$ cat config.mk
export PLATFORM = sky130hd
export DESIGN_NAME = go_back_n_sender_window
export DESIGN_NICKNAME = d
export VERILOG_FILES = /design/src/sv/gbn_pkg.sv /design/src/sv/go_back_n_sender_window.sv /design/src/sv/gbn_ctrl.sv /design/src/sv/gbn_datapath.sv
export SDC_FILE = /design/constraint.sdc
export NUM_CORES = 1
export LEC_CHECK = 0
export ABC_AREA = 1
export BUFFER_PORTS_ARGS = -buffer_cell sky130_fd_sc_hd__buf_2
export CAP_MARGIN = 20
export CORE_ASPECT_RATIO = 1.1
export CORE_UTILIZATION = 50
export DETAILED_ROUTE_END_ITERATION = 8
export GPL_TIMING_DRIVEN = 0
export PLACE_DENSITY = 0.67
export SETUP_SLACK_MARGIN = 0.4
export SLEW_MARGIN = 20
export SYNTH_ARGS = -nofsm -noshare
export SYNTH_HDL_FRONTEND = slang
export SYNTH_SLANG_ARGS = --single-unit
$ cat constraint.sdc
create_clock -name clk -period 15.9 [get_ports clk]
set_clock_uncertainty 0.1 [all_clocks]
set_input_delay 1.59 -clock clk [delete_from_list [all_inputs] [get_ports clk]]
set_output_delay 1.59 -clock clk [all_outputs]
set_load 0.02 [all_outputs]
$ cat src/sv/gbn_pkg.sv
`default_nettype none
// ----------------------------------------------------------------------------
// gbn_pkg: shared types and constants of the go-back-N sender window
// Holds default parameter values, configuration layout, function and
// timer codes, and the command and status bundles between the controller
// and the datapath.
// ----------------------------------------------------------------------------
package gbn_pkg;

    // Default sizes handed to the top level parameters.
    localparam int WINDOW_MAX_DEF   = 8;
    localparam int SEQ_BITS_DEF     = 4;
    localparam int PAYLOAD_BITS_DEF = 32;

    // Configuration register layout.
    localparam int CFG_INDEX_BITS = 2;
    localparam int CFG_DATA_BITS  = 5;
    localparam int CFG_LIMIT_BITS = 4;
    localparam int CFG_MOD_BITS   = 5;

    localparam logic [CFG_INDEX_BITS-1:0] REG_WINDOW_LIMIT = 2'd0;
    localparam logic [CFG_INDEX_BITS-1:0] REG_SEQ_MODULUS  = 2'd1;

    localparam logic [CFG_LIMIT_BITS-1:0] WINDOW_LIMIT_RESET = 4'd4;
    localparam logic [CFG_MOD_BITS-1:0]   SEQ_MODULUS_RESET  = 5'd8;

    // Duplicate acknowledgements that trigger a fast resend.
    localparam logic [1:0] DUP_RESEND = 2'd3;

    // Input function codes.
    typedef enum logic [1:0] {
        FUNC_SEND    = 2'd0,
        FUNC_ACK     = 2'd1,
        FUNC_TIMEOUT = 2'd2,
        FUNC_NONE    = 2'd3
    } func_t;

    // Timer action codes.
    typedef enum logic [1:0] {
        TA_NONE    = 2'd0,
        TA_START   = 2'd1,
        TA_STOP    = 2'd2,
        TA_RESTART = 2'd3
    } timer_act_t;

    // Controller states.
    typedef enum logic [1:0] {
        ST_IDLE = 2'd0,
        ST_READ = 2'd1,
        ST_EMIT = 2'd2
    } ctl_state_t;

    // Commands from the controller to the datapath.
    typedef struct packed {
        logic accept;
        logic load_mem;
        logic advance;
        logic cfg_write;
    } ctrl_cmd_t;

    // Status from the datapath to the controller.
    typedef struct packed {
        logic need_read;
        logic walk_more;
    } dp_status_t;

endpackage : gbn_pkg
`default_nettype wire

$ cat src/sv/go_back_n_sender_window.sv
`default_nettype none
// ----------------------------------------------------------------------------
// go_back_n_sender_window: go-back-N sender window with fast resend
// Tracks outstanding packets, stores their payload words and produces the
// packet and timer beats for send requests, ACKs and timer expiries.
// ----------------------------------------------------------------------------
// Usage: the input channel (in_valid/in_ready) takes one event beat, a send
// request, an ACK arrival or a timer expiry, selected by func. The output
// channel (out_valid/out_ready) delivers the result beats of that event; last
// marks the final one. The configuration channel (cfg_valid/cfg_ready) writes
// window_limit (index 0) or seq_modulus (index 1) and flushes the window; it
// is taken only between events and goes ahead of an event offered with it.
// For a send, an ACK without resend or an ignored event, the beat is offered
// in the cycle after acceptance, and the next event can be taken in the
// cycle after that beat is taken. A beat carrying a stored word (fast resend
// or timeout) first waits in the read state for the registered store read; a
// timeout walk of at most WINDOW_MAX packets reads again for each further one.
// Reset clears the window and loads limit 4 and modulus 8; the payload store
// is not cleared. When the receiver stalls, the result beat holds and no new
// event or configuration write is taken.
// ----------------------------------------------------------------------------
module go_back_n_sender_window #(
    parameter int WINDOW_MAX   = gbn_pkg::WINDOW_MAX_DEF,
    parameter int SEQ_BITS     = gbn_pkg::SEQ_BITS_DEF,
    parameter int PAYLOAD_BITS = gbn_pkg::PAYLOAD_BITS_DEF
) (
    input  wire logic                                clk,
    input  wire logic                                rst_n,
    input  wire logic                                in_valid,
    output logic                                     in_ready,
    input  wire logic [1:0]                          func,
    input  wire logic [PAYLOAD_BITS-1:0]             payload,
    input  wire logic [SEQ_BITS-1:0]                 ack_number,
    input  wire logic                                ack_checksum_ok,
    input  wire logic [SEQ_BITS-1:0]                 timeout_seq,
    output logic                                     out_valid,
    input  wire logic                                out_ready,
    output logic                                     accepted,
    output logic                                     packet_valid,
    output logic [SEQ_BITS-1:0]                      packet_seq,
    output logic [PAYLOAD_BITS-1:0]                  packet_payload,
    output logic [1:0]                               timer_action,
    output logic [SEQ_BITS-1:0]                      timer_seq,
    output logic                                     window_full,
    output logic                                     last,
    input  wire logic                                cfg_valid,
    output logic                                     cfg_ready,
    input  wire logic [gbn_pkg::CFG_INDEX_BITS-1:0]  cfg_index,
    input  wire logic [gbn_pkg::CFG_DATA_BITS-1:0]   cfg_data
);
    import gbn_pkg::*;

    ctrl_cmd_t  cmd;
    dp_status_t status;

    // Sequencing controller.
    gbn_ctrl u_ctrl (
        .clk       (clk),
        .rst_n     (rst_n),
        .in_valid  (in_valid),
        .in_ready  (in_ready),
        .out_valid (out_valid),
        .out_ready (out_ready),
        .cfg_valid (cfg_valid),
        .cfg_ready (cfg_ready),
        .status    (status),
        .cmd       (cmd)
    );

    // Window state, payload store and result register.
    gbn_datapath #(
        .WINDOW_MAX   (WINDOW_MAX),
        .SEQ_BITS     (SEQ_BITS),
        .PAYLOAD_BITS (PAYLOAD_BITS)
    ) u_datapath (
        .clk             (clk),
        .rst_n           (rst_n),
        .cmd             (cmd),
        .status          (status),
        .cfg_index       (cfg_index),
        .cfg_data        (cfg_data),
        .func            (func),
        .payload         (payload),
        .ack_number      (ack_number),
        .ack_checksum_ok (ack_checksum_ok),
        .timeout_seq     (timeout_seq),
        .accepted        (accepted),
        .packet_valid    (packet_valid),
        .packet_seq      (packet_seq),
        .packet_payload  (packet_payload),
        .timer_action    (timer_action),
        .timer_seq       (timer_seq),
        .window_full     (window_full),
        .last            (last)
    );

endmodule : go_back_n_sender_window
`default_nettype wire

$ cat src/sv/gbn_ctrl.sv
`default_nettype none
// ----------------------------------------------------------------------------
// gbn_ctrl: sequencing controller of the go-back-N sender window
// Takes one input beat at a time, waits for a window store read where the
// result carries a stored word, and presents each result beat until taken.
// ----------------------------------------------------------------------------
module gbn_ctrl (
    input  wire logic               clk,
    input  wire logic               rst_n,
    input  wire logic               in_valid,
    output logic                    in_ready,
    output logic                    out_valid,
    input  wire logic               out_ready,
    input  wire logic               cfg_valid,
    output logic                    cfg_ready,
    input  wire gbn_pkg::dp_status_t status,
    output gbn_pkg::ctrl_cmd_t      cmd
);
    import gbn_pkg::*;

    ctl_state_t state_reg;
    ctl_state_t state_next;

    // State register.
    always_ff @(posedge clk or negedge rst_n)
    begin
        if (!rst_n)
        begin
            state_reg <= ST_IDLE;
        end
        else
        begin
            state_reg <= state_next;
        end
    end

    // Next state. A configuration write goes ahead of an event offered with it.
    always_comb
    begin
        state_next = state_reg;
        unique case (state_reg)
            ST_IDLE:
            begin
                if (in_valid && !cfg_valid)
                begin
                    state_next = status.need_read ? ST_READ : ST_EMIT;
                end
            end
            ST_READ:
            begin
                state_next = ST_EMIT;
            end
            ST_EMIT:
            begin
                if (out_ready)
                begin
                    state_next = status.walk_more ? ST_READ : ST_IDLE;
                end
            end
            default:
            begin
                state_next = ST_IDLE;
            end
        endcase
    end

    // Handshakes and datapath commands.
    always_comb
    begin
        in_ready      = 1'b0;
        out_valid     = 1'b0;
        cfg_ready     = 1'b0;
        cmd.accept    = 1'b0;
        cmd.load_mem  = 1'b0;
        cmd.advance   = 1'b0;
        cmd.cfg_write = 1'b0;
        unique case (state_reg)
            ST_IDLE:
            begin
                in_ready      = !cfg_valid;
                cfg_ready     = 1'b1;
                cmd.accept    = in_valid && !cfg_valid;
                cmd.cfg_write = cfg_valid;
            end
            ST_READ:
            begin
                cmd.load_mem = 1'b1;
            end
            ST_EMIT:
            begin
                out_valid   = 1'b1;
                cmd.advance = out_ready && status.walk_more;
            end
            default:
            begin
                in_ready = 1'b0;
            end
        endcase
    end

    // A result beat is never offered while a new item can be taken.
    a_no_overlap: assert property (@(posedge clk) disable iff (!rst_n)
        !(in_ready && out_valid))
        else $error("input and output handshakes open together");

    // A store read always leads straight to a result beat.
    a_read_then_emit: assert property (@(posedge clk) disable iff (!rst_n)
        (state_reg == ST_READ) |=> (state_reg == ST_EMIT))
        else $error("store read not followed by a result beat");

endmodule : gbn_ctrl
`default_nettype wire

$ cat src/sv/gbn_datapath.sv
`default_nettype none
// ----------------------------------------------------------------------------
// gbn_datapath: window state, payload store and result register
// Holds the configuration, the sequence pointers, occupancy and duplicate
// count, the payload ring and the registered result fields.
// ----------------------------------------------------------------------------
module gbn_datapath #(
    parameter int WINDOW_MAX   = gbn_pkg::WINDOW_MAX_DEF,
    parameter int SEQ_BITS     = gbn_pkg::SEQ_BITS_DEF,
    parameter int PAYLOAD_BITS = gbn_pkg::PAYLOAD_BITS_DEF
) (
    input  wire logic                                clk,
    input  wire logic                                rst_n,
    input  wire gbn_pkg::ctrl_cmd_t                  cmd,
    output gbn_pkg::dp_status_t                      status,
    input  wire logic [gbn_pkg::CFG_INDEX_BITS-1:0]  cfg_index,
    input  wire logic [gbn_pkg::CFG_DATA_BITS-1:0]   cfg_data,
    input  wire logic [1:0]                          func,
    input  wire logic [PAYLOAD_BITS-1:0]             payload,
    input  wire logic [SEQ_BITS-1:0]                 ack_number,
    input  wire logic                                ack_checksum_ok,
    input  wire logic [SEQ_BITS-1:0]                 timeout_seq,
    output logic                                     accepted,
    output logic                                     packet_valid,
    output logic [SEQ_BITS-1:0]                      packet_seq,
    output logic [PAYLOAD_BITS-1:0]                  packet_payload,
    output logic [1:0]                               timer_action,
    output logic [SEQ_BITS-1:0]                      timer_seq,
    output logic                                     window_full,
    output logic                                     last
);
    import gbn_pkg::*;

    localparam int ADDR_BITS = (WINDOW_MAX > 1) ? $clog2(WINDOW_MAX) : 1;
    localparam int OCC_BITS  = $clog2(WINDOW_MAX + 1);
    localparam int MOD_BITS  = SEQ_BITS + 1;
    localparam int W_A       = (MOD_BITS > OCC_BITS) ? MOD_BITS : OCC_BITS;
    localparam int W_B       = (W_A > ADDR_BITS + 1) ? W_A : ADDR_BITS + 1;
    localparam int W_C       = (W_B > CFG_MOD_BITS) ? W_B : CFG_MOD_BITS;
    localparam int CALC_BITS = W_C + 1;

    typedef logic [CALC_BITS-1:0] calc_t;

    localparam calc_t MOD_MAX = calc_t'(1) << SEQ_BITS;
    localparam calc_t WIN_MAX = calc_t'(WINDOW_MAX);
    localparam calc_t ONE     = calc_t'(1);
    localparam calc_t TWO     = calc_t'(2);

    // Modular add for operands whose sum stays below twice the modulus.
    function automatic calc_t wrap_add(input calc_t a, input calc_t b, input calc_t md);
        calc_t s;
        s = a + b;
        return (s >= md) ? (s - md) : s;
    endfunction

    // Configuration and window state.
    logic [CFG_LIMIT_BITS-1:0] cfg_lim_reg;
    logic [CFG_MOD_BITS-1:0]   cfg_mod_reg;
    logic [ADDR_BITS-1:0]      head_reg;
    logic [SEQ_BITS-1:0]       base_reg;
    logic [SEQ_BITS-1:0]       nxt_reg;
    logic [OCC_BITS-1:0]       occ_reg;
    logic [1:0]                dup_reg;

    // Resend walk state.
    logic [OCC_BITS-1:0]       walk_idx_reg;
    logic [OCC_BITS-1:0]       walk_cnt_reg;
    logic [ADDR_BITS-1:0]      walk_slot_reg;
    logic [SEQ_BITS-1:0]       walk_seq_reg;
    timer_act_t                first_ta_reg;
    logic [SEQ_BITS-1:0]       first_ts_reg;

    // Result register.
    logic                      acc_reg;
    logic                      pv_reg;
    logic [SEQ_BITS-1:0]       pseq_reg;
    logic [PAYLOAD_BITS-1:0]   ppay_reg;
    timer_act_t                ta_reg;
    logic [SEQ_BITS-1:0]       ts_reg;
    logic                      full_reg;
    logic                      last_reg;

    // Payload store.
    logic [PAYLOAD_BITS-1:0]   mem [WINDOW_MAX];
    logic [PAYLOAD_BITS-1:0]   rd_data_reg;

    // Effective modulus and window limit after clamping.
    calc_t m;
    calc_t lim;
    calc_t mod_raw;
    calc_t lim_raw;

    always_comb
    begin
        mod_raw = calc_t'(cfg_mod_reg);
        lim_raw = calc_t'(cfg_lim_reg);
        if (mod_raw < TWO)
        begin
            m = TWO;
        end
        else if (mod_raw > MOD_MAX)
        begin
            m = MOD_MAX;
        end
        else
        begin
            m = mod_raw;
        end
        lim = (lim_raw < ONE) ? ONE : lim_raw;
        if (lim > WIN_MAX)
        begin
            lim = WIN_MAX;
        end
        if (lim > m - ONE)
        begin
            lim = m - ONE;
        end
    end

    // One step of the window for the item on the input ports.
    calc_t      head_c;
    calc_t      occ_c;
    calc_t      base_c;
    calc_t      nxt_c;
    calc_t      ack_c;
    calc_t      off;
    calc_t      prev;
    calc_t      slot;
    calc_t      head_n;
    calc_t      occ_n;
    calc_t      base_n;
    calc_t      nxt_n;
    logic [1:0] dup_n;
    logic       step_acc;
    logic       step_pv;
    calc_t      step_pseq;
    logic [PAYLOAD_BITS-1:0] step_pay;
    timer_act_t step_ta;
    calc_t      step_ts;
    logic       need_read;
    logic       mem_we;
    calc_t      walk_cnt_n;
    timer_act_t first_ta_n;
    calc_t      first_ts_n;
    logic       full_n;

    always_comb
    begin
        head_c     = calc_t'(head_reg);
        occ_c      = calc_t'(occ_reg);
        base_c     = calc_t'(base_reg);
        nxt_c      = calc_t'(nxt_reg);
        ack_c      = calc_t'(ack_number);
        off        = (ack_c >= base_c) ? (ack_c - base_c) : (ack_c + m - base_c);
        prev       = (base_c == '0) ? (m - ONE) : (base_c - ONE);
        slot       = wrap_add(head_c, occ_c, WIN_MAX);
        head_n     = head_c;
        occ_n      = occ_c;
        base_n     = base_c;
        nxt_n      = nxt_c;
        dup_n      = dup_reg;
        step_acc   = 1'b0;
        step_pv    = 1'b0;
        step_pseq  = '0;
        step_pay   = '0;
        step_ta    = TA_NONE;
        step_ts    = '0;
        need_read  = 1'b0;
        mem_we     = 1'b0;
        walk_cnt_n = ONE;
        first_ta_n = TA_NONE;
        first_ts_n = '0;
        unique case (func_t'(func))
            FUNC_SEND:
            begin
                if (occ_c < lim)
                begin
                    mem_we    = 1'b1;
                    step_acc  = 1'b1;
                    step_pv   = 1'b1;
                    step_pseq = nxt_c;
                    step_pay  = payload;
                    if (occ_c == '0)
                    begin
                        step_ta = TA_START;
                        step_ts = base_c;
                    end
                    nxt_n = wrap_add(nxt_c, ONE, m);
                    occ_n = occ_c + ONE;
                end
            end
            FUNC_ACK:
            begin
                if (ack_checksum_ok && (ack_c < m))
                begin
                    if (off < occ_c)
                    begin
                        // New acknowledgement: slide the base past it.
                        head_n   = wrap_add(head_c, off + ONE, WIN_MAX);
                        occ_n    = occ_c - (off + ONE);
                        base_n   = wrap_add(ack_c, ONE, m);
                        dup_n    = '0;
                        step_acc = 1'b1;
                        if (occ_n != '0)
                        begin
                            step_ta = TA_RESTART;
                            step_ts = base_n;
                        end
                        else
                        begin
                            step_ta = TA_STOP;
                        end
                    end
                    else if ((ack_c == prev) && (dup_reg < DUP_RESEND))
                    begin
                        // Duplicate: the third one resends the oldest packet.
                        if (((dup_reg + 2'd1) == DUP_RESEND) && (occ_c != '0))
                        begin
                            need_read = 1'b1;
                            dup_n     = '0;
                        end
                        else
                        begin
                            dup_n = dup_reg + 2'd1;
                        end
                    end
                end
            end
            FUNC_TIMEOUT:
            begin
                if (occ_c == '0)
                begin
                    step_ta = TA_RESTART;
                    step_ts = calc_t'(timeout_seq);
                end
                else
                begin
                    need_read  = 1'b1;
                    walk_cnt_n = occ_c;
                    first_ta_n = TA_RESTART;
                    first_ts_n = calc_t'(timeout_seq);
                end
            end
            FUNC_NONE:
            begin
                step_acc = 1'b0;
            end
        endcase
        full_n = (occ_n >= lim);
    end

    // Store read address: oldest entry on a new walk, next slot on advance.
    logic                 rd_en;
    logic [ADDR_BITS-1:0] rd_addr;
    calc_t                walk_slot_inc;
    calc_t                walk_seq_inc;

    always_comb
    begin
        walk_slot_inc = wrap_add(calc_t'(walk_slot_reg), ONE, WIN_MAX);
        walk_seq_inc  = wrap_add(calc_t'(walk_seq_reg), ONE, m);
        rd_en         = (cmd.accept && need_read) || cmd.advance;
        rd_addr       = cmd.accept ? head_reg : walk_slot_inc[ADDR_BITS-1:0];
    end

    // Payload store write and registered read.
    always_ff @(posedge clk)
    begin
        if (cmd.accept && mem_we)
        begin
            mem[slot[ADDR_BITS-1:0]] <= payload;
        end
        if (rd_en)
        begin
            rd_data_reg <= mem[rd_addr];
        end
    end

    // Configuration and window state registers.
    always_ff @(posedge clk or negedge rst_n)
    begin
        if (!rst_n)
        begin
            cfg_lim_reg <= WINDOW_LIMIT_RESET;
            cfg_mod_reg <= SEQ_MODULUS_RESET;
            head_reg    <= '0;
            base_reg    <= '0;
            nxt_reg     <= '0;
            occ_reg     <= '0;
            dup_reg     <= '0;
        end
        else if (cmd.cfg_write &&
                 ((cfg_index == REG_WINDOW_LIMIT) || (cfg_index == REG_SEQ_MODULUS)))
        begin
            // Any register write flushes the window.
            if (cfg_index == REG_WINDOW_LIMIT)
            begin
                cfg_lim_reg <= cfg_data[CFG_LIMIT_BITS-1:0];
            end
            else
            begin
                cfg_mod_reg <= cfg_data[CFG_MOD_BITS-1:0];
            end
            head_reg <= '0;
            base_reg <= '0;
            nxt_reg  <= '0;
            occ_reg  <= '0;
            dup_reg  <= '0;
        end
        else if (cmd.accept)
        begin
            head_reg <= head_n[ADDR_BITS-1:0];
            base_reg <= base_n[SEQ_BITS-1:0];
            nxt_reg  <= nxt_n[SEQ_BITS-1:0];
            occ_reg  <= occ_n[OCC_BITS-1:0];
            dup_reg  <= dup_n;
        end
    end

    // Resend walk registers.
    always_ff @(posedge clk)
    begin
        if (cmd.accept && need_read)
        begin
            walk_idx_reg  <= '0;
            walk_cnt_reg  <= walk_cnt_n[OCC_BITS-1:0];
            walk_slot_reg <= head_reg;
            walk_seq_reg  <= base_reg;
            first_ta_reg  <= first_ta_n;
            first_ts_reg  <= first_ts_n[SEQ_BITS-1:0];
        end
        else if (cmd.advance)
        begin
            walk_idx_reg  <= walk_idx_reg + OCC_BITS'(1);
            walk_slot_reg <= walk_slot_inc[ADDR_BITS-1:0];
            walk_seq_reg  <= walk_seq_inc[SEQ_BITS-1:0];
        end
    end

    // Result payload fields.
    always_ff @(posedge clk)
    begin
        if (cmd.accept && !need_read)
        begin
            acc_reg  <= step_acc;
            pv_reg   <= step_pv;
            pseq_reg <= step_pseq[SEQ_BITS-1:0];
            ppay_reg <= step_pay;
            ta_reg   <= step_ta;
            ts_reg   <= step_ts[SEQ_BITS-1:0];
            full_reg <= full_n;
        end
        else if (cmd.load_mem)
        begin
            acc_reg  <= 1'b0;
            pv_reg   <= 1'b1;
            pseq_reg <= walk_seq_reg;
            ppay_reg <= rd_data_reg;
            ta_reg   <= (walk_idx_reg == '0) ? first_ta_reg : TA_NONE;
            ts_reg   <= (walk_idx_reg == '0) ? first_ts_reg : '0;
            full_reg <= (calc_t'(occ_reg) >= lim);
        end
    end

    // End-of-item mark, also telling the controller whether a walk goes on.
    always_ff @(posedge clk or negedge rst_n)
    begin
        if (!rst_n)
        begin
            last_reg <= 1'b1;
        end
        else if (cmd.accept && !need_read)
        begin
            last_reg <= 1'b1;
        end
        else if (cmd.load_mem)
        begin
            last_reg <= ((walk_idx_reg + OCC_BITS'(1)) == walk_cnt_reg);
        end
    end

    assign status.need_read = need_read;
    assign status.walk_more = !last_reg;

    assign accepted       = acc_reg;
    assign packet_valid   = pv_reg;
    assign packet_seq     = pseq_reg;
    assign packet_payload = ppay_reg;
    assign timer_action   = ta_reg;
    assign timer_seq      = ts_reg;
    assign window_full    = full_reg;
    assign last           = last_reg;

    // Occupancy never exceeds the effective window limit.
    a_occ_in_limit: assert property (@(posedge clk) disable iff (!rst_n)
        calc_t'(occ_reg) <= lim)
        else $error("window occupancy above limit");

    // Sequence pointers stay inside the sequence space.
    a_seq_in_space: assert property (@(posedge clk) disable iff (!rst_n)
        (calc_t'(base_reg) < m) && (calc_t'(nxt_reg) < m))
        else $error("sequence pointer outside sequence space");

    // A walk never loads more packets than it was started with.
    a_walk_bound: assert property (@(posedge clk) disable iff (!rst_n)
        cmd.load_mem |-> (walk_idx_reg < walk_cnt_reg))
        else $error("resend walk overran its count");

endmodule : gbn_datapath
`default_nettype wire

==> flow_results.xml <==
<?xml version="1.0" encoding="UTF-8"?>
<metrics>
  <group name="sta">
    <metric name="tns" unit="ns">0</metric>
    <metric name="max_clock_freq" unit="GHz">0.155</metric>
    <metric name="min_period" unit="ns">6.45</metric>
    <metric name="min_period_over_period" unit="%">40.6</metric>
    <metric name="report.final.slew_viol_count" unit="">0</metric>
    <metric name="finalWorstSetupSlack" unit="ns">9.45</metric>
    <metric name="setup_violations" unit="">0</metric>
    <metric name="rsz0062_at_grt" unit="">false</metric>
    <metric name="timing.slew.headroom" unit="%">32.2</metric>
    <metric name="final_hold_viol_count" unit="">0</metric>
    <metric name="timing_worst_slew_pin_value" unit="ns">1.01</metric>
  </group>
  <group name="cts">
    <metric name="cts-resized-gates" unit="">0</metric>
    <metric name="holdBufCountCts" unit="">0</metric>
    <metric name="clkTransAtPathRegs" unit="ns">0.06</metric>
    <metric name="cts_tree" unit="">yes</metric>
    <metric name="clk_latency" unit="ns">0.55</metric>
    <metric name="ctsLongestPathBuffers" unit="">3</metric>
    <metric name="cts_made_buffers" unit="">40</metric>
    <metric name="cts_htree_levels" unit="">2</metric>
    <metric name="clock-sinks" unit="">382</metric>
    <metric name="cts_root_buf" unit="">sky130_fd_sc_hd__clkbuf_16</metric>
    <metric name="post-cts-setup-buffer-count" unit="">0</metric>
  </group>
  <group name="worst_hold_path">
    <metric name="hold_path_depth" unit="">2</metric>
    <metric name="min_to" unit="">u_datapath.cfg_lim_reg[0]</metric>
    <metric name="worstHoldPathType" unit="">register to register</metric>
    <metric name="min-delay-start" unit="">u_datapath.cfg_lim_reg[0]</metric>
  </group>
  <group name="critical_path">
    <metric name="critical-path-max-stage-delay" unit="ns">0.58</metric>
    <metric name="path_delay_family" unit="">simple AND/OR/NAND/NOR gates</metric>
    <metric name="worstPathMaxFanout" unit="">18</metric>
    <metric name="critPathKind" unit="">register to register</metric>
    <metric name="buffering_stage_count_on_the_worst_path_with_inverters_included" unit="">4</metric>
    <metric name="wp_data_arrival" unit="ns">6.59</metric>
    <metric name="worst_setup_path_start_kind" unit="">register</metric>
    <metric name="crit_end_element" unit="">register</metric>
    <metric name="setup.reg_to_reg.worst_slack" unit="ns">9.45</metric>
    <metric name="cp_cell_sequence" unit="">nor2_1 -&gt; nand2_1 -&gt; nand2_1 -&gt; inv_1 -&gt; ha_1 -&gt; xor2_2 -&gt; ha_1 -&gt; nand2_1 -&gt; nor2_1 -&gt; a21oi_1 -&gt; nand2_1 -&gt; o21ai_0 -&gt; ha_1 -&gt; a21oi_1 -&gt; nand2_1 -&gt; nor2_1 -&gt; inv_1 -&gt; nor2_1 -&gt; clkbuf_1 -&gt; nand2_1 -&gt; nor2_4 -&gt; buf_16</metric>
    <metric name="critical-path-slowest-cell" unit="">sky130_fd_sc_hd__nor2_4</metric>
    <metric name="r2r_end" unit="">u_datapath.mem[7][24]</metric>
    <metric name="critPathRequiredTime" unit="ns">16.04</metric>
    <metric name="r2r-start" unit="">u_datapath.cfg_mod_reg[3]</metric>
    <metric name="ff2ff_path_depth" unit="">22</metric>
    <metric name="timing.critical_path.mode_cell" unit="">sky130_fd_sc_hd__nand2_1</metric>
  </group>
  <group name="drt">
    <metric name="drt_pass1_iterations" unit="">5</metric>
    <metric name="first_iter_violations" unit="">1036</metric>
    <metric name="wl_per_cell" unit="µm">19.3</metric>
    <metric name="drt-vias-per-instance" unit="">5.53</metric>
    <metric name="drt-total-wl" unit="µm">44000</metric>
    <metric name="ant_nets" unit="">0</metric>
    <metric name="detailroute.via_count" unit="">12600</metric>
    <metric name="route.detailed.drc" unit="">0</metric>
  </group>
  <group name="grt">
    <metric name="first_global_vias" unit="">12500</metric>
    <metric name="total_track_usage" unit="%">24.4</metric>
    <metric name="initial_antenna_violation_count" unit="">4</metric>
    <metric name="globalRouteOverflowTotal" unit="">0</metric>
    <metric name="largest_net_degree_at_the_start_of_global_routing" unit="">46</metric>
    <metric name="grt_pass1_wl" unit="µm">68900</metric>
  </group>
  <group name="yosys">
    <metric name="predominant_post_synthesis_flop_cell" unit="">sky130_fd_sc_hd__edfxtp_1</metric>
    <metric name="post_synth_fa_ha_maj_area_fraction" unit="%">6.17</metric>
    <metric name="syn-mean-instance-area" unit="µm²">11.2</metric>
    <metric name="synth_top_family_by_area" unit="">compound AO/OA/AOI/OAI gates</metric>
    <metric name="ys_warn_count" unit="">0</metric>
    <metric name="seq_area_frac_synth" unit="%">62.9</metric>
    <metric name="yosysMostFrequentCell" unit="">sky130_fd_sc_hd__edfxtp_1</metric>
    <metric name="synthArstFlopShare" unit="%">7.59</metric>
    <metric name="syn-cell-area" unit="mm²">0.0180</metric>
    <metric name="synth-simple-area-share" unit="%">12.4</metric>
    <metric name="yosys.area_share.xor_xnor" unit="%">1.46</metric>
    <metric name="synth_compound_gate_area_share" unit="%">12.4</metric>
    <metric name="synth-edff-count" unit="">349</metric>
    <metric name="synth_largest_type_area_fraction" unit="%">58.4</metric>
    <metric name="synth-seq-cells" unit="">382</metric>
    <metric name="postSynthCellCount" unit="">1607</metric>
    <metric name="synth_area_leaders" unit="">sky130_fd_sc_hd__edfxtp_1 58%, sky130_fd_sc_hd__nand2_1 5.2%, sky130_fd_sc_hd__ha_1 4.9%, sky130_fd_sc_hd__o21ai_0 4.7%, sky130_fd_sc_hd__dfrtp_1 3.6%</metric>
    <metric name="leading_cell_types_by_count_after_synthesis" unit="">349 x sky130_fd_sc_hd__edfxtp_1, 251 x sky130_fd_sc_hd__nand2_1, 169 x sky130_fd_sc_hd__o21ai_0</metric>
    <metric name="synthDominantAreaCellType" unit="">sky130_fd_sc_hd__edfxtp_1</metric>
    <metric name="yosys-mux-area-fraction" unit="%">0.167</metric>
    <metric name="synthDistinctLibCells" unit="">49</metric>
  </group>
  <group name="floorplan">
    <metric name="die_area" unit="mm²">0.0367</metric>
    <metric name="std_cell_rows" unit="">72</metric>
    <metric name="initial_utilization" unit="%">51.0</metric>
    <metric name="top_level_ports" unit="">104</metric>
    <metric name="chipHeight" unit="µm">201</metric>
    <metric name="core_area" unit="mm²">0.0352</metric>
    <metric name="dieWidth" unit="µm">183</metric>
  </group>
  <group name="placed_design">
    <metric name="globalplace.congestion" unit="">0.925</metric>
    <metric name="dp_slack" unit="ns">9.45</metric>
    <metric name="portbufs" unit="">103</metric>
    <metric name="hpwlAfterDp" unit="µm">30500</metric>
  </group>
  <group name="power">
    <metric name="vdd_ir_drop_max" unit="µV">85.3</metric>
    <metric name="power_density" unit="mW/mm²">138</metric>
    <metric name="power_leakage" unit="nW">8.06</metric>
  </group>
  <group name="cells_and_area">
    <metric name="multi_input_area" unit="mm²">0.00593</metric>
    <metric name="final_net_count" unit="">1899</metric>
    <metric name="regArea" unit="mm²">0.0113</metric>
    <metric name="syn2layout_area_growth" unit="%">15.0</metric>
    <metric name="post_route_cells_drive_above_1_share" unit="%">12.7</metric>
    <metric name="filler_cell_count" unit="">2905</metric>
    <metric name="flip_flop_count_of_the_largest_register_after_layout" unit="">256</metric>
  </group>
  <group name="run">
    <metric name="drv.max_cap_violation_count" unit="">0</metric>
  </group>
  <group name="run_status">
    <metric name="outcome" unit="">completed</metric>
  </group>
</metrics>
[metal layers]
layer / track usage (%) / share of wire (%) / routed length, µm / vias up
li1: - / - / - / 6010
met2: 41.3 / 50 / 21800 / 436
met1: 32.3 / 42 / 18300 / 6046
met5: 0 / 0.077 / 34 / -
met3: 3.88 / 6.4 / 2830 / 72
met4: 7.68 / 2.2 / 974 / 6
[final cells by class]
class	count	area share [%]
sequential	382	54.7
multi-input combinational	1028	28.7
clock buffer	53	5.38
timing repair buffer	112	3.55
tap	481	2.92
inverter	133	2.42
buffer	65	1.51
clock inverter	19	0.758
antenna	2	0.0242
[where the power goes]
part           switching [mW]  leakage, nW  internal [mW]
Combinational           0.488         3.87          0.253
Clock                   0.389        0.629          0.514
Sequential             0.0338         3.56           1.16
Total                   0.910         8.06           1.93
[worst max path at each step]
stage / endpoint / from / depth (start not counted) / slack (ns)
after floorplan: u_datapath.accepted / ack_number[1] / 19 / 10.18
after global placement: u_datapath.mem[7][15] / u_datapath.cfg_mod_reg[3] / 21 / 7.87
after detailed placement: u_datapath.mem[5][13] / u_datapath.cfg_mod_reg[3] / 22 / 9.45
after CTS: u_datapath.mem[5][7] / u_datapath.cfg_mod_reg[3] / 22 / 9.42
after global routing: u_datapath.mem[5][2] / u_datapath.cfg_mod_reg[3] / 25 / 8.97
final: u_datapath.mem[7][24] / u_datapath.cfg_mod_reg[3] / 22 / 9.45
[cells by family after synthesis]
kind of cell / Yosys count
AO/OA/AOI/OAI: 376
XOR/XNOR: 29
adder cells (fa/ha/maj): 82
buffers and inverters: 198
flip-flops: 382
multiplexers: 3
other: 1
AND/OR/NAND/NOR: 536
[worst register-to-register path, stage by stage, from the launching register on]
cell                       delay [ns]
sky130_fd_sc_hd__dfstp_2         0.54
sky130_fd_sc_hd__nor2_1          0.06
sky130_fd_sc_hd__nand2_1         0.12
sky130_fd_sc_hd__nand2_1         0.13
sky130_fd_sc_hd__inv_1           0.38
sky130_fd_sc_hd__ha_1            0.32
sky130_fd_sc_hd__xor2_2          0.20
sky130_fd_sc_hd__ha_1            0.26
sky130_fd_sc_hd__nand2_1         0.07
sky130_fd_sc_hd__nor2_1          0.04
sky130_fd_sc_hd__a21oi_1         0.14
sky130_fd_sc_hd__nand2_1         0.15
sky130_fd_sc_hd__o21ai_0         0.54
sky130_fd_sc_hd__ha_1            0.38
sky130_fd_sc_hd__a21oi_1         0.13
sky130_fd_sc_hd__nand2_1         0.18
sky130_fd_sc_hd__nor2_1          0.19
sky130_fd_sc_hd__inv_1           0.11
sky130_fd_sc_hd__nor2_1          0.42
sky130_fd_sc_hd__clkbuf_1        0.47
sky130_fd_sc_hd__nand2_1         0.36
sky130_fd_sc_hd__nor2_4          0.58
sky130_fd_sc_hd__buf_16          0.25
[layout by cell type (no fill, tap or decap), types with 5 or more instances in the layout]
master,n
sky130_fd_sc_hd__buf_16,5
sky130_fd_sc_hd__nand4_1,9
sky130_fd_sc_hd__a21oi_1,28
sky130_fd_sc_hd__o21ai_0,169
sky130_fd_sc_hd__ha_1,71
sky130_fd_sc_hd__o21ai_1,10
sky130_fd_sc_hd__clkbuf_16,41
sky130_fd_sc_hd__xor2_1,22
sky130_fd_sc_hd__xnor2_1,6
sky130_fd_sc_hd__nand2_1,249
sky130_fd_sc_hd__o22ai_1,37
sky130_fd_sc_hd__nor2_1,160
sky130_fd_sc_hd__fa_1,11
sky130_fd_sc_hd__nor2_4,9
sky130_fd_sc_hd__edfxtp_1,349
sky130_fd_sc_hd__clkbuf_1,51
sky130_fd_sc_hd__o211ai_1,11
sky130_fd_sc_hd__o21bai_1,66
sky130_fd_sc_hd__nand2_2,7
sky130_fd_sc_hd__dfrtp_1,26
sky130_fd_sc_hd__nand3_1,85
sky130_fd_sc_hd__clkinv_2,10
sky130_fd_sc_hd__inv_1,129
sky130_fd_sc_hd__a31oi_1,33
sky130_fd_sc_hd__buf_2,115
sky130_fd_sc_hd__nand3b_1,5
[stage by stage]
step	instances	area, µm²	util [%]	hold slack [ns]	power [mW]
floorplan	1608	18000	-	0.348	1.73
global placement	2192	19100	54.2	0.374	1.92
detailed placement	2201	19400	55.0	0.378	1.95
CTS	2273	20600	58.6	0.396	2.85
global route	2274	20600	58.6	0.427	2.99
finish	2275	20600	58.6	0.392	2.84
Power figures use the tool's default switching activity.
